--- config.mk ---
export PLATFORM = sky130hd
export DESIGN_NAME = one_wire_bus_master_unit
export DESIGN_NICKNAME = d
export VERILOG_FILES = /design/src/owm_pkg.sv /design/src/owm_core.sv /design/src/one_wire_bus_master_unit.sv
export SDC_FILE = /design/constraint.sdc
export NUM_CORES = 1
export LEC_CHECK = 0
export ABC_AREA = 1
export BUFFER_PORTS_ARGS = -buffer_cell sky130_fd_sc_hd__buf_2
export CAP_MARGIN = 20
export CORE_ASPECT_RATIO = 0.6
export CORE_MARGIN = 2
export CORE_UTILIZATION = 45
export CTS_CLUSTER_DIAMETER = 40
export CTS_CLUSTER_SIZE = 30
export DETAILED_ROUTE_END_ITERATION = 8
export HOLD_SLACK_MARGIN = 0.03
export PLACE_DENSITY_LB_ADDON = 0.25
export SETUP_SLACK_MARGIN = 0.15
export SLEW_MARGIN = 0
export SYNTH_ARGS = -nofsm -noshare
export SYNTH_HDL_FRONTEND = slang
export SYNTH_HIERARCHICAL = 1
export SYNTH_SLANG_ARGS = --single-unit
--- constraint.sdc ---
create_clock -name clk -period 11 [get_ports clk]
set_input_delay 1.65 -clock clk [delete_from_list [all_inputs] [get_ports clk]]
set_output_delay 1.65 -clock clk [all_outputs]
set_load 0.01 [all_outputs]
--- src/owm_pkg.sv ---
// ----------------------------------------------------------------------------
// One-wire bus master package
// Types, codes and reset values shared by the one-wire bus master files.
// ----------------------------------------------------------------------------
package owm_pkg;

  localparam int unsigned BitsPerByte = 8;
  localparam int unsigned CfgIdxW     = 3;
  localparam int unsigned CfgDataW    = 16;

  localparam logic [CfgIdxW-1:0] CFG_RESET_LOW    = 3'd0;
  localparam logic [CfgIdxW-1:0] CFG_PRES_WINDOW  = 3'd1;
  localparam logic [CfgIdxW-1:0] CFG_POST_RESET   = 3'd2;
  localparam logic [CfgIdxW-1:0] CFG_SLOT_LOW     = 3'd3;
  localparam logic [CfgIdxW-1:0] CFG_SAMPLE_DELAY = 3'd4;
  localparam logic [CfgIdxW-1:0] CFG_SLOT_LENGTH  = 3'd5;
  localparam logic [CfgIdxW-1:0] CFG_RECOVERY     = 3'd6;

  localparam logic [15:0] RST_RESET_LOW    = 16'd500;
  localparam logic [15:0] RST_PRES_WINDOW  = 16'd240;
  localparam logic [15:0] RST_POST_RESET   = 16'd500;
  localparam logic [7:0]  RST_SLOT_LOW     = 8'd1;
  localparam logic [7:0]  RST_SAMPLE_DELAY = 8'd6;
  localparam logic [7:0]  RST_SLOT_LENGTH  = 8'd65;
  localparam logic [7:0]  RST_RECOVERY     = 8'd2;

  localparam logic [1:0] OP_RESET = 2'd0;
  localparam logic [1:0] OP_WRITE = 2'd1;
  localparam logic [1:0] OP_READ  = 2'd2;

  localparam logic [2:0] PH_IDLE     = 3'd0;
  localparam logic [2:0] PH_RST_LOW  = 3'd1;
  localparam logic [2:0] PH_RST_WIN  = 3'd2;
  localparam logic [2:0] PH_RST_REC  = 3'd3;
  localparam logic [2:0] PH_SLOT     = 3'd4;
  localparam logic [2:0] PH_SLOT_REC = 3'd5;

  typedef struct packed {
    logic [15:0] reset_low_ticks;
    logic [15:0] presence_window_ticks;
    logic [15:0] post_reset_ticks;
    logic [7:0]  slot_low_ticks;
    logic [7:0]  sample_delay_ticks;
    logic [7:0]  slot_length_ticks;
    logic [7:0]  recovery_ticks;
  } cfg_t;

  typedef struct packed {
    logic       drive_low;
    logic       busy_res;
    logic       done_res;
    logic       presence;
    logic [7:0] read_data;
  } res_t;

  function automatic logic [15:0] at_least_one16(input logic [15:0] v);
    return (v == 16'd0) ? 16'd1 : v;
  endfunction

  function automatic logic [7:0] at_least_one8(input logic [7:0] v);
    return (v == 8'd0) ? 8'd1 : v;
  endfunction

endpackage

--- src/owm_core.sv ---
// ----------------------------------------------------------------------------
// One-wire bus master sequencer
// Holds the operation state and advances it by one bus tick per transfer.
// ----------------------------------------------------------------------------
module owm_core (
  input  logic          clk,
  input  logic          rst_n,
  input  logic          step,
  input  logic          start_req,
  input  logic [1:0]    operation,
  input  logic [7:0]    write_data,
  input  logic          line_sample,
  input  owm_pkg::cfg_t cfg,
  output owm_pkg::res_t res
);
  import owm_pkg::*;

  logic [2:0]  phase_r, phase_nxt;
  logic [1:0]  cur_op_r, cur_op_nxt;
  logic [15:0] tick_r, tick_nxt;
  logic [3:0]  bits_r, bits_nxt;
  logic [7:0]  shift_r, shift_nxt;
  logic        pres_r, pres_nxt;
  logic [7:0]  last_read_r, last_read_nxt;

  logic [16:0] next_cnt;
  logic [7:0]  slot_len;
  logic [7:0]  slot_low;
  logic [8:0]  sample_pt;
  logic [8:0]  sample_lim;
  logic [8:0]  sample_at;
  logic [7:0]  shift_tmp;
  logic [3:0]  bits_inc;
  logic        drive;
  logic        busy;
  logic        done;

  assign next_cnt   = {1'b0, tick_r} + 17'd1;
  assign slot_len   = at_least_one8(cfg.slot_length_ticks);
  assign slot_low   = at_least_one8(cfg.slot_low_ticks);
  assign sample_pt  = {1'b0, slot_low} + {1'b0, cfg.sample_delay_ticks};
  assign sample_lim = {1'b0, slot_len} - 9'd1;
  assign sample_at  = (sample_pt > sample_lim) ? sample_lim : sample_pt;
  assign bits_inc   = bits_r + 4'd1;

  always_comb begin
    phase_nxt     = phase_r;
    cur_op_nxt    = cur_op_r;
    tick_nxt      = tick_r;
    bits_nxt      = bits_r;
    shift_nxt     = shift_r;
    pres_nxt      = pres_r;
    last_read_nxt = last_read_r;
    shift_tmp     = shift_r;
    drive         = 1'b0;
    busy          = 1'b0;
    done          = 1'b0;
    case (phase_r)
      PH_IDLE: begin
        if (start_req) begin
          if (operation == OP_RESET) begin
            cur_op_nxt = OP_RESET;
            pres_nxt   = 1'b0;
            tick_nxt   = 16'd0;
            phase_nxt  = PH_RST_LOW;
          end else if (operation == OP_WRITE || operation == OP_READ) begin
            cur_op_nxt = operation;
            shift_nxt  = (operation == OP_WRITE) ? write_data : 8'd0;
            bits_nxt   = 4'd0;
            tick_nxt   = 16'd0;
            phase_nxt  = PH_SLOT;
          end
        end
      end
      PH_RST_LOW: begin
        drive = 1'b1;
        busy  = 1'b1;
        if (next_cnt >= {1'b0, at_least_one16(cfg.reset_low_ticks)}) begin
          tick_nxt  = 16'd0;
          phase_nxt = PH_RST_WIN;
        end else begin
          tick_nxt = next_cnt[15:0];
        end
      end
      PH_RST_WIN: begin
        busy = 1'b1;
        if (!line_sample) begin
          pres_nxt = 1'b1;
        end
        if (next_cnt >= {1'b0, at_least_one16(cfg.presence_window_ticks)}) begin
          tick_nxt = 16'd0;
          if (cfg.post_reset_ticks == 16'd0) begin
            phase_nxt = PH_IDLE;
            done      = 1'b1;
          end else begin
            phase_nxt = PH_RST_REC;
          end
        end else begin
          tick_nxt = next_cnt[15:0];
        end
      end
      PH_RST_REC: begin
        busy = 1'b1;
        if (next_cnt >= {1'b0, cfg.post_reset_ticks}) begin
          tick_nxt  = 16'd0;
          phase_nxt = PH_IDLE;
          done      = 1'b1;
        end else begin
          tick_nxt = next_cnt[15:0];
        end
      end
      PH_SLOT: begin
        busy  = 1'b1;
        drive = (tick_r < {8'd0, slot_low}) || (cur_op_r == OP_WRITE && !shift_r[0]);
        if (cur_op_r == OP_READ && tick_r == {7'd0, sample_at}) begin
          shift_tmp = {line_sample, shift_r[7:1]};
        end
        shift_nxt = shift_tmp;
        if (next_cnt >= {9'd0, slot_len}) begin
          if (cur_op_r == OP_WRITE) begin
            shift_nxt = {1'b0, shift_tmp[7:1]};
          end
          bits_nxt = bits_inc;
          tick_nxt = 16'd0;
          if (bits_inc >= 4'(BitsPerByte)) begin
            if (cur_op_r == OP_READ) begin
              last_read_nxt = shift_tmp;
            end
            phase_nxt = PH_IDLE;
            done      = 1'b1;
          end else if (cfg.recovery_ticks != 8'd0) begin
            phase_nxt = PH_SLOT_REC;
          end
        end else begin
          tick_nxt = next_cnt[15:0];
        end
      end
      PH_SLOT_REC: begin
        busy = 1'b1;
        if (next_cnt >= {9'd0, cfg.recovery_ticks}) begin
          tick_nxt  = 16'd0;
          phase_nxt = PH_SLOT;
        end else begin
          tick_nxt = next_cnt[15:0];
        end
      end
      default: begin
        phase_nxt = PH_IDLE;
        tick_nxt  = 16'd0;
      end
    endcase
  end

  always_ff @(posedge clk) begin
    if (!rst_n) begin
      phase_r     <= PH_IDLE;
      cur_op_r    <= OP_RESET;
      tick_r      <= 16'd0;
      bits_r      <= 4'd0;
      shift_r     <= 8'd0;
      pres_r      <= 1'b0;
      last_read_r <= 8'd0;
    end else if (step) begin
      phase_r     <= phase_nxt;
      cur_op_r    <= cur_op_nxt;
      tick_r      <= tick_nxt;
      bits_r      <= bits_nxt;
      shift_r     <= shift_nxt;
      pres_r      <= pres_nxt;
      last_read_r <= last_read_nxt;
    end
  end

  always_comb begin
    res.drive_low = drive;
    res.busy_res  = busy;
    res.done_res  = done;
    res.presence  = pres_nxt;
    res.read_data = last_read_nxt;
  end

endmodule

--- src/one_wire_bus_master_unit.sv ---
// ----------------------------------------------------------------------------
// One-wire bus master unit
// Tick-driven one-wire master with configurable timing and a buffered result.
// ----------------------------------------------------------------------------
// Each input transfer is one bus tick and yields exactly one result transfer.
// A tick is taken whenever in_valid is high and in_stall is low. Its result
// is registered in the output register, or in the skid register while the
// output register waits. The sequencer advances once per tick, at a rate of
// one tick per cycle while in_stall is low; the two-entry output stage lets
// input flow while a result waits; in_stall rises only once both are full.
module one_wire_bus_master_unit (
  input  logic                          clk,
  input  logic                          rst_n,
  input  logic                          cfg_we,
  input  logic [owm_pkg::CfgIdxW-1:0]   cfg_index,
  input  logic [owm_pkg::CfgDataW-1:0]  cfg_wdata,
  input  logic                          in_valid,
  output logic                          in_stall,
  input  logic                          in_start_req,
  input  logic [1:0]                    in_operation,
  input  logic [7:0]                    in_write_data,
  input  logic                          in_line_sample,
  output logic                          out_valid,
  input  logic                          out_stall,
  output logic                          out_drive_low,
  output logic                          out_busy_res,
  output logic                          out_done_res,
  output logic                          out_presence,
  output logic [7:0]                    out_read_data
);
  import owm_pkg::*;

  cfg_t cfg_r;
  res_t res_new;
  res_t out_r;
  res_t skid_r;
  logic out_vld_r;
  logic skid_vld_r;
  logic in_acc;
  logic out_take;

  always_ff @(posedge clk) begin
    if (!rst_n) begin
      cfg_r.reset_low_ticks       <= RST_RESET_LOW;
      cfg_r.presence_window_ticks <= RST_PRES_WINDOW;
      cfg_r.post_reset_ticks      <= RST_POST_RESET;
      cfg_r.slot_low_ticks        <= RST_SLOT_LOW;
      cfg_r.sample_delay_ticks    <= RST_SAMPLE_DELAY;
      cfg_r.slot_length_ticks     <= RST_SLOT_LENGTH;
      cfg_r.recovery_ticks        <= RST_RECOVERY;
    end else if (cfg_we) begin
      case (cfg_index)
        CFG_RESET_LOW:    cfg_r.reset_low_ticks       <= cfg_wdata;
        CFG_PRES_WINDOW:  cfg_r.presence_window_ticks <= cfg_wdata;
        CFG_POST_RESET:   cfg_r.post_reset_ticks      <= cfg_wdata;
        CFG_SLOT_LOW:     cfg_r.slot_low_ticks        <= cfg_wdata[7:0];
        CFG_SAMPLE_DELAY: cfg_r.sample_delay_ticks    <= cfg_wdata[7:0];
        CFG_SLOT_LENGTH:  cfg_r.slot_length_ticks     <= cfg_wdata[7:0];
        CFG_RECOVERY:     cfg_r.recovery_ticks        <= cfg_wdata[7:0];
        default: ;
      endcase
    end
  end

  assign in_stall = skid_vld_r;
  assign in_acc   = in_valid && !skid_vld_r;
  assign out_take = out_vld_r && !out_stall;

  owm_core u_core (
    .clk         (clk),
    .rst_n       (rst_n),
    .step        (in_acc),
    .start_req   (in_start_req),
    .operation   (in_operation),
    .write_data  (in_write_data),
    .line_sample (in_line_sample),
    .cfg         (cfg_r),
    .res         (res_new)
  );

  always_ff @(posedge clk) begin
    if (!rst_n) begin
      out_vld_r  <= 1'b0;
      skid_vld_r <= 1'b0;
    end else if (out_take) begin
      if (skid_vld_r) begin
        out_r      <= skid_r;
        skid_vld_r <= 1'b0;
      end else if (in_acc) begin
        out_r <= res_new;
      end else begin
        out_vld_r <= 1'b0;
      end
    end else if (in_acc) begin
      if (!out_vld_r) begin
        out_r     <= res_new;
        out_vld_r <= 1'b1;
      end else begin
        skid_r     <= res_new;
        skid_vld_r <= 1'b1;
      end
    end
  end

  assign out_valid     = out_vld_r;
  assign out_drive_low = out_r.drive_low;
  assign out_busy_res  = out_r.busy_res;
  assign out_done_res  = out_r.done_res;
  assign out_presence  = out_r.presence;
  assign out_read_data = out_r.read_data;

endmodule

==> impl_metrics.sql <==
INSERT INTO impl_metrics (metric_group, metric, value, unit) VALUES
('outcome', 'status', 'complete, no violations', ''),
('floorplan', 'die_x', '198', 'um'),
('job', 'max_capacitance_violation_count', '0', ''),
('power', 'design_power_total', '1640', 'uW'),
('synthesis', 'postSynthAreaPerCell', '6.73', 'um2'),
('synthesis', 'yosysWarningCount', '6', ''),
('critical_path', 'cp.depth', '32', ''),
('timing', 'whs', '469', 'ps'),
('synthesis', 'postSynth.asyncResetShare', '0', '%'),
('timing', 'timing.final.crit_period', '4940', 'ps'),
('final_layout', 'final_net_count', '1676', ''),
('power', 'ir_worst_vdd', '0.122', 'mV'),
('cts', 'post-cts-setup-buffer-count', '0', ''),
('critical_path', 'worst_setup_path_end_kind', 'flop', ''),
('grt', 'first_global_vias', '8746', ''),
('critical_path', 'worst-path-max-fanout', '14', ''),
('timing', 'max_clock_freq', '0.202', 'GHz'),
('synthesis', 'ys_seq_elements', '148', ''),
('floorplan', 'core-area', '0.0221', 'mm2'),
('placed_design', 'place_worst_setup_slack', '6140', 'ps'),
('critical_path', 'cp_data_required_time', '11180', 'ps'),
('grt', 'initial_antenna_violation_count', '0', ''),
('cts', 'count_of_cells_resized_by_post_cts_repair', '0', ''),
('synthesis', 'synth_top_family_by_area', 'simple AND/OR/NAND/NOR gates', ''),
('critical_path', 'path_type_of_the_worst_setup_path', 'reg2reg', ''),
('critical_path', 'setup_slack_on_the_worst_flop_to_flop_path', '6060', 'ps'),
('timing', 'final-hold-violation-count', '0', ''),
('grt', 'grt_pass1_wl', '48000', 'um'),
('timing', 'slew_headroom', '30.3', '%'),
('drt', 'route.detailed.vias_per_inst', '5.26', ''),
('grt', 'grt_max_degree', '98', ''),
('timing', 'worst_slew_pin_slew', '1050', 'ps'),
('placed_design', 'dp_cells', '1832', ''),
('cts', 'worst_setup_hold_path_clk_slew', '60', 'ps'),
('critical_path', 'rr_worst_depth', '32', ''),
('drt', 'antenna_violating_nets_post_route', '0', ''),
('floorplan', 'rows', '42', ''),
('synthesis', 'post_synth_inst_count', '1512', ''),
('critical_path', 'worstPathBufferInverterCount', '3', ''),
('floorplan', 'initial_core_util', '46.0', '%'),
('placed_design', 'globalplace.congestion', '0.976', ''),
('synthesis', 'synth-xor-area-share', '1.29', '%'),
('placed_design', 'place.detailed.hpwl', '23100', 'um'),
('floorplan', 'io-pin-count', '50', ''),
('power', 'cell_internal_pwr', '1120', 'uW'),
('critical_path', 'worstReg2RegStart', 'cfg_r[25]', ''),
('timing', 'finalMaxSlewViolations', '0', ''),
('drt', 'wl_per_cell', '16.2', 'um'),
('power', 'p_leak', '0.00565', 'uW'),
('cts', 'cts_hold_buf', '0', ''),
('synthesis', 'synth.area.mux_share', '0', '%'),
('critical_path', 'r2r-end', 'out_read_data[1]', ''),
('timing', 'tns', '0', 'ps'),
('worst_hold_path', 'min_path_type', 'reg2reg', ''),
('floorplan', 'fp.dieArea', '0.0239', 'mm2'),
('synthesis', 'ys_seq_area_share', '31.5', '%'),
('floorplan', 'floorplan.die.height', '120', 'um'),
('grt', 'grt_overflow', '0', ''),
('cts', 'clockBufferDepth', '2', ''),
('drt', 'vias', '9814', ''),
('critical_path', 'worst_path_largest_cell_delay', '410', 'ps'),
('cts', 'cts_bufs_inserted', '17', ''),
('drt', 'detailedRoute.firstIterationViolations', '934', ''),
('final_layout', 'leading_cell_types_in_the_layout_fill_and_taps_excluded', '376 x sky130_fd_sc_hd__nand2_1, 204 x sky130_fd_sc_hd__nor2_1, 197 x sky130_fd_sc_hd__inv_1', ''),
('final_layout', 'post_route_cells_drive_above_1_share', '9.56', '%'),
('cts', 'cts-htree-levels', '4', ''),
('synthesis', 'synth-edff-count', '24', ''),
('drt', 'drc_errors', '0', ''),
('synthesis', 'basic_gate_share_of_the_synthesized_area_counting_and_or_nand_and_nor_cells', '37.4', '%'),
('timing', 'final.period_utilization', '44.9', '%'),
('cts', 'tritoncts_num_sinks', '148', '');
[routing by layer]
layer	up-vias	part of all wire (%)	GRT usage (%)
li1	4984	-	-
met3	26	8.9	6.83
met4	0	1.0	5.73
met5	-	0	0
met2	361	37	34.6
met1	4443	53	41.7
[Yosys cell counts (10+ instances only)]
cell                         n  area share, %
sky130_fd_sc_hd__o21ai_0    38            1.9
sky130_fd_sc_hd__edfxtp_1   24            7.1
sky130_fd_sc_hd__nand3_1   189            9.3
sky130_fd_sc_hd__a21oi_2    10           0.86
sky130_fd_sc_hd__nor2_1    205            7.6
sky130_fd_sc_hd__nand4_1    21            1.3
sky130_fd_sc_hd__ha_1       94             12
sky130_fd_sc_hd__a21oi_1    71            3.5
sky130_fd_sc_hd__nand3_2    13            1.3
sky130_fd_sc_hd__buf_2      11           0.54
sky130_fd_sc_hd__dfxtp_1   124             24
sky130_fd_sc_hd__nand2_1   376             14
sky130_fd_sc_hd__nor4_1     14           0.86
sky130_fd_sc_hd__inv_1     197            7.3
sky130_fd_sc_hd__clkbuf_1   19           0.70
sky130_fd_sc_hd__xor2_1     14            1.2
[worst min path at each step]
stage,startpoint,endpoint,slack (ps),cells after the start
finish,u_core/cur_op_r[1],u_core/cur_op_r[1],470,2
CTS,u_core/cur_op_r[1],u_core/cur_op_r[1],470,2
detailed placement,u_core/cur_op_r[1],u_core/cur_op_r[1],460,2
floorplan,u_core/pres_r,u_core/pres_r,440,2
global route,u_core/pres_r,u_core/pres_r,500,2
global placement,cfg_r[54],cfg_r[54],450,2
[power groups by stage]
stage	Clock [uW]	Sequential (uW)	Combinational, uW
after floorplan	0	620	270
after global placement	0	630	346
after detailed placement	0	629	348
after CTS	673	617	350
after global routing	701	622	405
final	664	619	358
[through the flow]
stage	instance area [um2]	utilization, %
2_1_floorplan	10200	-
3_3_place_gp	10600	48.0
3_5_place_dp	10600	48.0
4_1_cts	11300	51.0
5_1_grt	11300	51.1
6_report	11300	51.1
[cell families after synthesis]
kind of cell,Yosys count
AND/OR/NAND/NOR,858
buffers and inverters,250
flip-flops,148
AO/OA/AOI/OAI,146
adder cells (fa/ha/maj),95
XOR/XNOR,15
[state kept, by name, summed over array words and instances, names as in the netlist, 2 cells and up]
name / cells
u_core/shift_r: 8
out_read_data: 8
u_core/phase_r: 3
u_core/last_read_r: 8
u_core/bits_r: 4
skid_r: 12
cfg_r: 80
u_core/cur_op_r: 2
u_core/tick_r: 16
[area by class of cell]
type                            count  area [um2]
Multi-Input combinational cell   1114        5960
Inverter                          205         769
Sequential cell                   148        3200
Clock buffer                       18         429
Clock inverter                     14         233
Tap cell                          308         385
Timing Repair Buffer               59         324
Fill cell                        2191       10800
[worst reg2reg max path, delay by kind of cell (launching register included)]
family	cells	cell delay (ps)
and+or+nand+nor	25	2820
DFF	1	390
buffers and inverters	3	310
adders and majority gates	3	920
AOI/OAI and AO/OA	1	210
Power figures use the tool's default switching activity.
